**src/two_pkg.sv**
```systemverilog
// Shared types, constants and helper functions of the tracking wheel odometry block.
`timescale 1ns / 1ps

package two_pkg;

    // Number formats
    localparam int FRACTION_BITS = 16;
    localparam int CORDIC_STEPS  = 16;
    localparam int CI_W          = $clog2(CORDIC_STEPS);
    localparam int MUL_SHIFT     = 30;

    // Angle and scale constants in Q30 unless noted
    localparam longint PI_Q30    = 64'sd3373259426;
    localparam longint KINF_Q30  = 64'sd652032874;
    localparam longint CORDIC_X0 = KINF_Q30 +
        ((2 * CORDIC_STEPS < 63) ? ((KINF_Q30 * 2 / 3) >>> (2 * CORDIC_STEPS)) : 64'sd0);
    localparam longint PI_FB     = (PI_Q30 + 2 ** (29 - FRACTION_BITS)) >>> (30 - FRACTION_BITS);
    localparam longint TWO_PI_FB =
        (2 * PI_Q30 + 2 ** (29 - FRACTION_BITS)) >>> (30 - FRACTION_BITS);
    localparam longint HSCALE    = 18000 * 2 ** (30 - FRACTION_BITS);
    localparam longint ROT_DIV   = 36000;
    localparam longint MOTOR_DIV = 900;
    localparam longint HEAD_BASE = 45000;
    localparam longint HEAD_MOD  = 36000;

    // Configuration port
    localparam int CFG_IDX_W  = 3;
    localparam int CFG_DATA_W = 22;
    localparam logic [CFG_IDX_W-1:0] CFG_VDIA = 3'd0;
    localparam logic [CFG_IDX_W-1:0] CFG_HDIA = 3'd1;
    localparam logic [CFG_IDX_W-1:0] CFG_VOFF = 3'd2;
    localparam logic [CFG_IDX_W-1:0] CFG_HOFF = 3'd3;
    localparam logic [CFG_IDX_W-1:0] CFG_GEAR = 3'd4;

    // Operations of the shared serial arithmetic unit
    typedef logic [1:0] t_op;
    localparam t_op OP_MUL  = 2'd0;
    localparam t_op OP_DIVR = 2'd1;
    localparam t_op OP_MOD  = 2'd2;

    typedef struct packed {
        logic               kind;
        logic signed [31:0] vertical_count;
        logic               vertical_ok;
        logic signed [31:0] left_motor_count;
        logic signed [31:0] right_motor_count;
        logic               motors_ok;
        logic signed [31:0] horizontal_count;
        logic signed [31:0] imu_rotation;
        logic signed [31:0] new_x;
        logic signed [31:0] new_y;
    } t_in_item;

    typedef struct packed {
        logic signed [31:0] pose_x_out;
        logic signed [31:0] pose_y_out;
        logic signed [19:0] heading_out;
    } t_out_item;

    typedef struct packed {
        logic               start;
        t_op                op;
        logic               rnd;
        logic signed [63:0] a;
        logic signed [63:0] b;
    } t_arith_req;

    typedef struct packed {
        logic               done;
        logic               busy;
        logic signed [63:0] res;
    } t_arith_rsp;

    function automatic logic [63:0] mag(input logic signed [63:0] v);
        return v[63] ? 64'(-v) : 64'(v);
    endfunction

    function automatic logic signed [63:0] atan_q30(input logic [4:0] i);
        logic signed [63:0] v;
        case (i)
            5'd0: v = 64'sd843314857;
            5'd1: v = 64'sd497837829;
            5'd2: v = 64'sd263043837;
            5'd3: v = 64'sd133525159;
            5'd4: v = 64'sd67021687;
            5'd5: v = 64'sd33543516;
            5'd6: v = 64'sd16775851;
            5'd7: v = 64'sd8388437;
            5'd8: v = 64'sd4194283;
            5'd9: v = 64'sd2097149;
            default: v = (i <= 5'd30) ? (64'sd1 <<< (5'd30 - i)) : 64'sd0;
        endcase
        return v;
    endfunction

endpackage

```
**src/two_arith.sv**
```systemverilog
// Shared bit-serial multiplier and restoring divider of the odometry block.
`timescale 1ns / 1ps

module two_arith (
    input  logic                 i_clk,
    input  logic                 i_rst_n,
    input  two_pkg::t_arith_req  i_req,
    output two_pkg::t_arith_rsp  o_rsp
);

    localparam logic [2:0] AS_IDLE = 3'd0;
    localparam logic [2:0] AS_MUL  = 3'd1;
    localparam logic [2:0] AS_DIV  = 3'd2;
    localparam logic [2:0] AS_RND  = 3'd3;
    localparam logic [2:0] AS_OUT  = 3'd4;

    logic [2:0]         r_as;
    two_pkg::t_op       r_op;
    logic               r_rnd;
    logic               r_neg;
    logic               r_done;
    logic [63:0]        r_ma;
    logic [63:0]        r_mb;
    logic [63:0]        r_acc;
    logic [63:0]        r_q;
    logic [63:0]        r_d;
    logic [63:0]        r_rem;
    logic [5:0]         r_cnt;
    logic signed [63:0] r_res;

    logic [64:0]        w_trial;
    logic               w_fits;
    logic [63:0]        w_sel;

    always_comb begin
        w_trial = {r_rem, r_q[63]};
        w_fits  = (w_trial >= {1'b0, r_d});
        if (r_op == two_pkg::OP_MUL) begin
            w_sel = r_acc;
        end else if (r_op == two_pkg::OP_MOD) begin
            w_sel = r_rem;
        end else begin
            w_sel = r_q;
        end
    end

    always_ff @(posedge i_clk) begin
        if (!i_rst_n) begin
            r_as   <= AS_IDLE;
            r_done <= 1'b0;
        end else begin
            r_done <= 1'b0;
            case (r_as)
                AS_IDLE: begin
                    if (i_req.start) begin
                        r_op  <= i_req.op;
                        r_rnd <= i_req.rnd;
                        if (i_req.op == two_pkg::OP_MUL) begin
                            r_neg <= i_req.a[63] ^ i_req.b[63];
                            r_ma  <= two_pkg::mag(i_req.a);
                            r_mb  <= two_pkg::mag(i_req.b);
                            r_acc <= '0;
                            r_as  <= AS_MUL;
                        end else begin
                            r_neg <= i_req.a[63];
                            r_q   <= (i_req.op == two_pkg::OP_DIVR) ?
                                     two_pkg::mag(i_req.a) + (64'(i_req.b) >> 1) :
                                     two_pkg::mag(i_req.a);
                            r_d   <= 64'(i_req.b);
                            r_rem <= '0;
                            r_cnt <= '0;
                            r_as  <= AS_DIV;
                        end
                    end
                end
                AS_MUL: begin
                    if (r_mb == 64'd0) begin
                        r_as <= AS_RND;
                    end else begin
                        if (r_mb[0]) begin
                            r_acc <= r_acc + r_ma;
                        end
                        r_ma <= r_ma << 1;
                        r_mb <= r_mb >> 1;
                    end
                end
                AS_RND: begin
                    if (r_rnd) begin
                        r_acc <= (r_acc + (64'd1 << (two_pkg::MUL_SHIFT - 1)))
                                 >> two_pkg::MUL_SHIFT;
                    end
                    r_as <= AS_OUT;
                end
                AS_DIV: begin
                    r_rem <= w_fits ? 64'(w_trial - {1'b0, r_d}) : w_trial[63:0];
                    r_q   <= {r_q[62:0], w_fits};
                    r_cnt <= r_cnt + 6'd1;
                    if (r_cnt == 6'd63) begin
                        r_as <= AS_OUT;
                    end
                end
                AS_OUT: begin
                    r_res  <= r_neg ? -$signed(w_sel) : $signed(w_sel);
                    r_done <= 1'b1;
                    r_as   <= AS_IDLE;
                end
                default: begin
                    r_as <= AS_IDLE;
                end
            endcase
        end
    end

    assign o_rsp.done = r_done;
    assign o_rsp.busy = (r_as != AS_IDLE);
    assign o_rsp.res  = r_res;

endmodule

```
**config.mk**
```make
export PLATFORM = sky130hd
export DESIGN_NAME = two_arith
export DESIGN_NICKNAME = d
export VERILOG_FILES = /design/src/two_pkg.sv /design/src/two_arith.sv
export SDC_FILE = /design/constraint.sdc
export NUM_CORES = 1
export LEC_CHECK = 0
export BUFFER_PORTS_ARGS = -buffer_cell sky130_fd_sc_hd__buf_2
export CAP_MARGIN = 10
export CORE_MARGIN = 4
export CORE_UTILIZATION = 50
export CTS_CLUSTER_DIAMETER = 80
export DETAILED_ROUTE_END_ITERATION = 8
export PLACE_DENSITY_LB_ADDON = 0.3
export SKIP_CTS_REPAIR_TIMING = 1
export SYNTH_ARGS = -nofsm -noshare
export SYNTH_HDL_FRONTEND = slang
export SYNTH_SLANG_ARGS = --single-unit
```
**constraint.sdc**
```tcl
create_clock -name i_clk -period 20.5 [get_ports i_clk]
set_input_delay 3.075 -clock i_clk [delete_from_list [all_inputs] [get_ports i_clk]]
set_output_delay 3.075 -clock i_clk [all_outputs]
set_load 0.03 [all_outputs]
```
## After elaboration in Yosys (flattened, before gate mapping)

Index checks and enable logic that the tools add are counted.

| word-level totals | value |
|---|---|
| output and inout port bits | 66 |
| logic and storage cells | 91 |
| flip-flop bits (word level) | 462 |
| input bits | 134 |

| cells by class | value |
|---|---|
| add/sub/neg operators | 8 |
| equality and inequality tests | 15 |
| bitwise logic cells | 2 |
| mux-type cells | 37 |
| reduce and logical (&&, ||, !) cells | 15 |
| $lt $le $gt $ge | 1 |

Operators by type and width:

| cell | number |
|---|---|
| 64-bit two-way mux | 22 |
| 64-bit case mux with 2 select lines | 4 |
| 64-bit negator | 3 |
| 64-bit case mux with 3 select lines | 1 |
| 65-bit by 64-bit >= comparator with 1-bit output | 1 |
| 64-bit by 30-bit adder with 64-bit output (second input constant) | 1 |
| 64-bit by 63-bit adder with 64-bit output | 1 |
| 64-bit adder | 1 |
| 64-bit zero test | 1 |
| 64-bit subtractor | 1 |
| 2-bit inequality test (second input constant) | 8 |
| 6-bit two-way mux | 2 |
| 3-bit case mux with 4 select lines | 1 |
| 6-bit case mux with 2 select lines | 1 |
| 3-bit two-way mux | 3 |
| 4-bit AND reduction | 2 |
| 7-bit AND reduction | 1 |
| 6-bit by 1-bit adder with 6-bit output (second input constant) | 1 |
| 3-bit by 2-bit == test with 1-bit output (second input constant) | 2 |
| 6-bit == test (second input constant) | 1 |
| 3-bit AND reduction | 2 |
| 3-bit nonzero test | 2 |
| 5-bit AND reduction | 1 |
| 2-bit zero test | 2 |
| other kinds (11) | 13 |

## Logic depth before layout (Yosys ltp)

| logic depth | value |
|---|---|
| word-level depth | 7 |
| depth in mapped cells | 22 |
| depth with buffers taken out | 21 |

## Least setup slack after synthesis

Ideal clock, no wire load.

| path | value |
|---|---|
| path type | input-to-reg |
| from | in i_req[129] (netlist name) |
| to | reg r_ma[0] (enable) |
| path slack | 6.874 ns |
| arrival time | 12.815 ns |
| stages on the path | 4 |
| setup time | 0.811 ns |
| buffers on the path | 0 |
| path through | nor2_1 nor2_1 nor4_1 a21boi_0 |

| on the way | value |
|---|---|
| cells in the longest elaborated chain, start to end | 3 |

Ends and longest elaborated chain:

| element | RTL line | source |
|---|---|---|
| start: declaration | two_arith.sv:7 | `input two_pkg::t_arith_req i_req,` |
| 2-bit zero test | two_arith.sv:58 | `if (i_req.op == two_pkg::OP_MUL) begin` |
| 2-bit inequality test (no source line) | n/a |  |
| 5-bit AND reduction (no source line) | n/a |  |
| end signal: assignment | two_arith.sv:60 | `r_ma <= two_pkg::mag(i_req.a);` |
| end signal: assignment | two_arith.sv:83 | `r_ma <= r_ma << 1;` |
| end: declaration | two_arith.sv:22 | `logic [63:0] r_ma;` |

No other way between the ends.
A chain may end at the register's enable or synchronous reset.

## Final worst setup path

| path | value |
|---|---|
| from | in i_req[72] (netlist name) |
| to | reg r_q[61], data pin |

| on the way | value |
|---|---|
| cells in the longest elaborated chain, start to end | 7 |

Ends and longest elaborated chain:

| element | RTL line | source |
|---|---|---|
| 64-bit negator | two_pkg.sv:75 | `return v[63] ? 64'(-v) : 64'(v);` |
| 64-bit two-way mux * | two_pkg.sv:75 |  |
| 64-bit by 63-bit adder with 64-bit output | two_arith.sv:67 | `two_pkg::mag(i_req.a) + (64'(i_req.b) >> 1) :` |
| 64-bit two-way mux * | two_arith.sv:66 | `r_q <= (i_req.op == two_pkg::OP_DIVR) ?` |
| 64-bit two-way mux * | two_arith.sv:58 |  |
| 64-bit two-way mux * | two_arith.sv:55 | `if (i_req.start) begin` |
| 64-bit case mux with 2 select lines * | two_arith.sv:53 | `case (r_as)` |
| end signal: assignment | two_arith.sv:66 |  |
| end signal: assignment | two_arith.sv:96 | `r_q <= {r_q[62:0], w_fits};` |
| end: declaration | two_arith.sv:25 | `logic [63:0] r_q;` |

Every way passes the cells marked *; elsewhere a longest branch is shown, timed or not. The select of a mux whose other input is x is not followed.

==> results_tabular.tex <==
\begin{tabular}{lr}
\hline
Metric & Value \\
\hline
\multicolumn{2}{l}{\textbf{Critical path}} \\
\quad Most repeated library cell on the critical path & o21ai\_0 \\
\quad Critical path arrival & 8620 ps \\
\quad Path depth of the worst reg2reg path & 13 \\
\quad Reg2reg setup slack & 14910 ps \\
\quad Standard cell with the maximum stage delay on the critical path & nor4\_1 \\
\quad Endpoint kind of the worst setup timing path & register \\
\quad Required time worst endpoint & 20840 ps \\
\quad Stage delay of the slowest cell on the critical path & between 800 and 900 ps \\
\quad Cell breakdown of the critical path & buf\_2, nor4\_1, and4\_1, nand2\_1, o21ai\_0, xor2\_1, inv\_1, ha\_1, a21oi\_1, o21ai\_0, a211oi\_1, o221ai\_1, o21ai\_0, or3b\_2, a211oi\_1, o31a\_1, o31ai\_1, xnor2\_1, a21oi\_1 \\
\quad Worst setup SP type & primary input \\
\quad Largest fanout on the critical path & 6 \\
\quad RR Startpoint & r\_rem[6] \\
\quad Capture instance of the worst register-to-register path & r\_rem[27] \\
\quad Worst setup path category & primary input to register \\
\multicolumn{2}{l}{\textbf{CTS}} \\
\quad Number of buffers added by the clock tree synthesis step & 51 \\
\quad Clock insertion delay at the later pin of the skew report & 610 ps \\
\quad CTS sink cnt & 462 \\
\quad TritonCTS clock tree & built \\
\quad Max Buffers Root-to-Sink & 3 \\
\quad Library cell used as clock root buffer & clkbuf\_16 \\
\quad Htree depth & 2 \\
\quad Clock edge transition at the registers on the reported setup and hold paths & 70 ps \\
\multicolumn{2}{l}{\textbf{Pwr}} \\
\quad Switching pwr & around 2000 uW \\
\quad Portion of total power attributed to the clock network & 19.7\% \\
\quad Combinational power share & 45.7\% \\
\quad Leakage & 0.01540 uW \\
\quad Relative contribution of sequential cells to total power & a little over a third \\
\quad Switching power as a share of total power & 42.88\% \\
\quad Worst voltage drop across the vdd grid & 0.08146 mV \\
\quad Total internal power & 2710 uW \\
\quad P per Cell Area & $\sim$120 nW/um\^{}2 \\
\multicolumn{2}{l}{\textbf{Logic synthesis}} \\
\quad Number of standard cells after synthesis & 3974 \\
\quad Most area-consuming cells after synthesis & edfxtp\_1 39\%, ha\_1 7.4\%, xor2\_1 6.1\% \\
\quad Count of state elements after synthesis & 462 \\
\quad Async set or reset register ratio after synthesis & 0\% \\
\quad Yosys top cell area share & 38.67\% \\
\quad Sequential area share after synthesis & approximately two fifths \\
\quad Area of the mapped netlist & around 36000 um\^{}2 \\
\quad Synthesized net count & 4320 \\
\quad Count of flip-flops with a built-in enable after synthesis & 458 \\
\quad Distinct cell type count after synthesis & 83 \\
\quad Dominant cell by count in the synthesized netlist & edfxtp\_1 \\
\quad Dominant synthesized flop cell & edfxtp\_1 \\
\quad Ys Warns & 0 \\
\quad Post-synthesis cell type with the largest combined area & edfxtp\_1 \\
\quad Synth cell count leaders & 458 x edfxtp\_1, 416 x nor2\_1, 400 x nand2\_1 \\
\quad Synthesized area divided by synthesized cell count & about 8.9 um\^{}2 \\
\multicolumn{2}{l}{\textbf{Hold path}} \\
\quad Worst Hold Endpoint & r\_done \\
\quad Hold WC Path Type & register to register \\
\quad Min-Delay Path Depth & 1 \\
\quad Hold Crit Start & r\_as[1] \\
\multicolumn{2}{l}{\textbf{Route}} \\
\quad DR pass1 iterations & 8 \\
\quad Vias & 31.60k \\
\quad Routed vias/inst & $\sim$6.3 \\
\quad Post-detailed-route DRC marker count & 0 \\
\quad Detailed Route Iter0 Violations & 4141 \\
\quad Final Routed Wirelength & 120800 um \\
\quad Number of nets still failing antenna checks after routing & 0 \\
\quad Routed wire per std cell & about 24 um \\
\multicolumn{2}{l}{\textbf{STA}} \\
\quad Maximum clock frequency & 120.7 MHz \\
\quad Max Clock Skew & 27.61 ps \\
\quad Pins Over Slew Limit & 0 \\
\quad Final hold violation count & 0 \\
\quad Clock period minus worst slack & about 8300 ps \\
\quad Final setup TNS & 0 ps \\
\quad Rel. slew slack & 16.63\% \\
\quad Worst hold slack & 537.6 ps \\
\quad Count of endpoints failing setup in the final report & 0 \\
\quad RSZ-0062 raised after global routing & no \\
\quad Final Cycle Share & roughly two fifths \\
\quad Worst path setup slack after routing & about 12000 ps \\
\quad Slew @ Worst Pin & 1239 ps \\
\multicolumn{2}{l}{\textbf{Place}} \\
\quad Total of buffers placed on input and output ports & 199 \\
\quad DP Worst Slack & 11760 ps \\
\quad Placer's final routability congestion estimate & 1.007 \\
\quad Detailed placement HPWL & 95440 um \\
\multicolumn{2}{l}{\textbf{Die}} \\
\quad Initial core utilization & 50.61\% \\
\quad Total die area & 75460 um\^{}2 \\
\quad Die extent in x & around 270 um \\
\quad Rows & between 90 and 100 \\
\quad Std-Cell Core Area & $\sim$70000 um\^{}2 \\
\quad Count of boundary I/O pins & 200 \\
\quad Vertical extent of the die & 274.7 um \\
\multicolumn{2}{l}{\textbf{Global routing}} \\
\quad Global route overflow & 0 \\
\quad Maximum number of pins on one net before global-route repair & 99 \\
\quad Global-route wire length before repair & 177700 um \\
\quad GRT Util Overall & between 30\% and 40\% \\
\quad Number of global-route vias before repair & 28.03k \\
\quad Antenna violations before repair & 6 \\
\multicolumn{2}{l}{\textbf{Cells and area}} \\
\quad Number of nets in the layout & between 4k and 5k \\
\quad Number of fillers in the final layout & 6452 \\
\quad P\&R area growth vs syn & 9.555\% \\
\quad Fraction of layout instances using a drive strength above 1 & a little under a tenth \\
\multicolumn{2}{l}{\textbf{Flow run}} \\
\quad MaxCap Viol Count & 0 \\
\multicolumn{2}{l}{\textbf{Status}} \\
\quad Result of the run & complete, no violations \\
\hline
\end{tabular}
-- cell type report --
cell class	instances	area [um^2]	area share, %
diodes	2	5.005	0.01285
repair buffers	228	1214	3.115
clock buffers	66	1375	3.529
inverters	175	656.9	1.686
well taps	940	1176	3.019
flip-flops and latches	462	13830	35.50
multi-input cells	3142	20410	52.39
clock inverters	27	291.5	0.7482
-- cell families after synthesis --
group | after synthesis | synth area share [%]
DFF | 462 | 38.90
and+or+nand+nor | 1263 | 16.39
buffers and inverters | 370 | 3.926
AOI/OAI and AO/OA | 1128 | 19.37
xor gates and xnor gates | 395 | 9.728
adders and majority gates | 212 | 7.522
muxes | 144 | 4.169
-- worst max-delay path by stage --
stage | from | end
final | i_req[72] | r_q[61]
after global routing | i_req[72] | r_q[61]
after CTS | i_req[72] | r_q[61]
after detailed placement | i_req[72] | r_q[61]
after global placement | i_req[72] | r_q[61]
after floorplan | i_req[129] | r_ma[0]
-- layer usage --
layer	GRT usage, %	part of all wire [%]
met5	0	0.012
met4	8.872	3.1
met3	6.288	12
met2	43.23	40
met1	48.61	45
-- state kept, by name, indices dropped and copies added (netlist names) --
register / count
r_ma: 64
r_op: 2
r_as: 3
r_mb: 64
r_q: 64
r_res: 64
r_rnd: 1
r_acc: 64
r_done: 1
r_d: 64
r_neg: 1
r_rem: 64
r_cnt: 6
-- layout by cell type, fill, tap and decap left out, types with 147 or more instances in the layout --
cell type    n
a21oi_1    355
buf_2      199
edfxtp_1   458
ha_1       209
inv_1      175
nand2_1    400
nor2_1     414
o21ai_0    291
xnor2_1    147
xor2_1     248
-- per-stage QoR --
stage / area (um^2) / utilization, % / cells / power [uW]
floorplan: 35560 / - / 3974 / 3133
global route: 38960 / 55.45 / 5042 / 4998
global placement: 37290 / 53.07 / 4947 / 3739
finish: 38960 / 55.45 / 5042 / 4745
detailed placement: 37290 / 53.07 / 4947 / 3750
CTS: 38960 / 55.44 / 5040 / 4686
-- worst max-delay path, delay by kind of cell --
| kind | cells | cell delay [ps] |
|---|---|---|
| AND/OR/NAND/NOR | 4 | 1900 |
| XOR/XNOR | 2 | 480 |
| buffers and inverters | 2 | 220 |
| AO/OA/AOI/OAI | 10 | 2570 |
| adder cells (fa/ha/maj) | 1 | 380 |
-- power by group through the flow --
| stage | clock, uW | combinational [uW] | sequential, uW |
|---|---|---|---|
| final | 932 | 2170 | 1650 |
| after global routing | 983 | 2370 | 1650 |
| after floorplan | 0 | 1580 | 1550 |
| after detailed placement | 0 | 2110 | 1640 |
| after CTS | 942 | 2120 | 1620 |
| after global placement | 0 | 2100 | 1640 |
(Power assumes the default switching activity.)
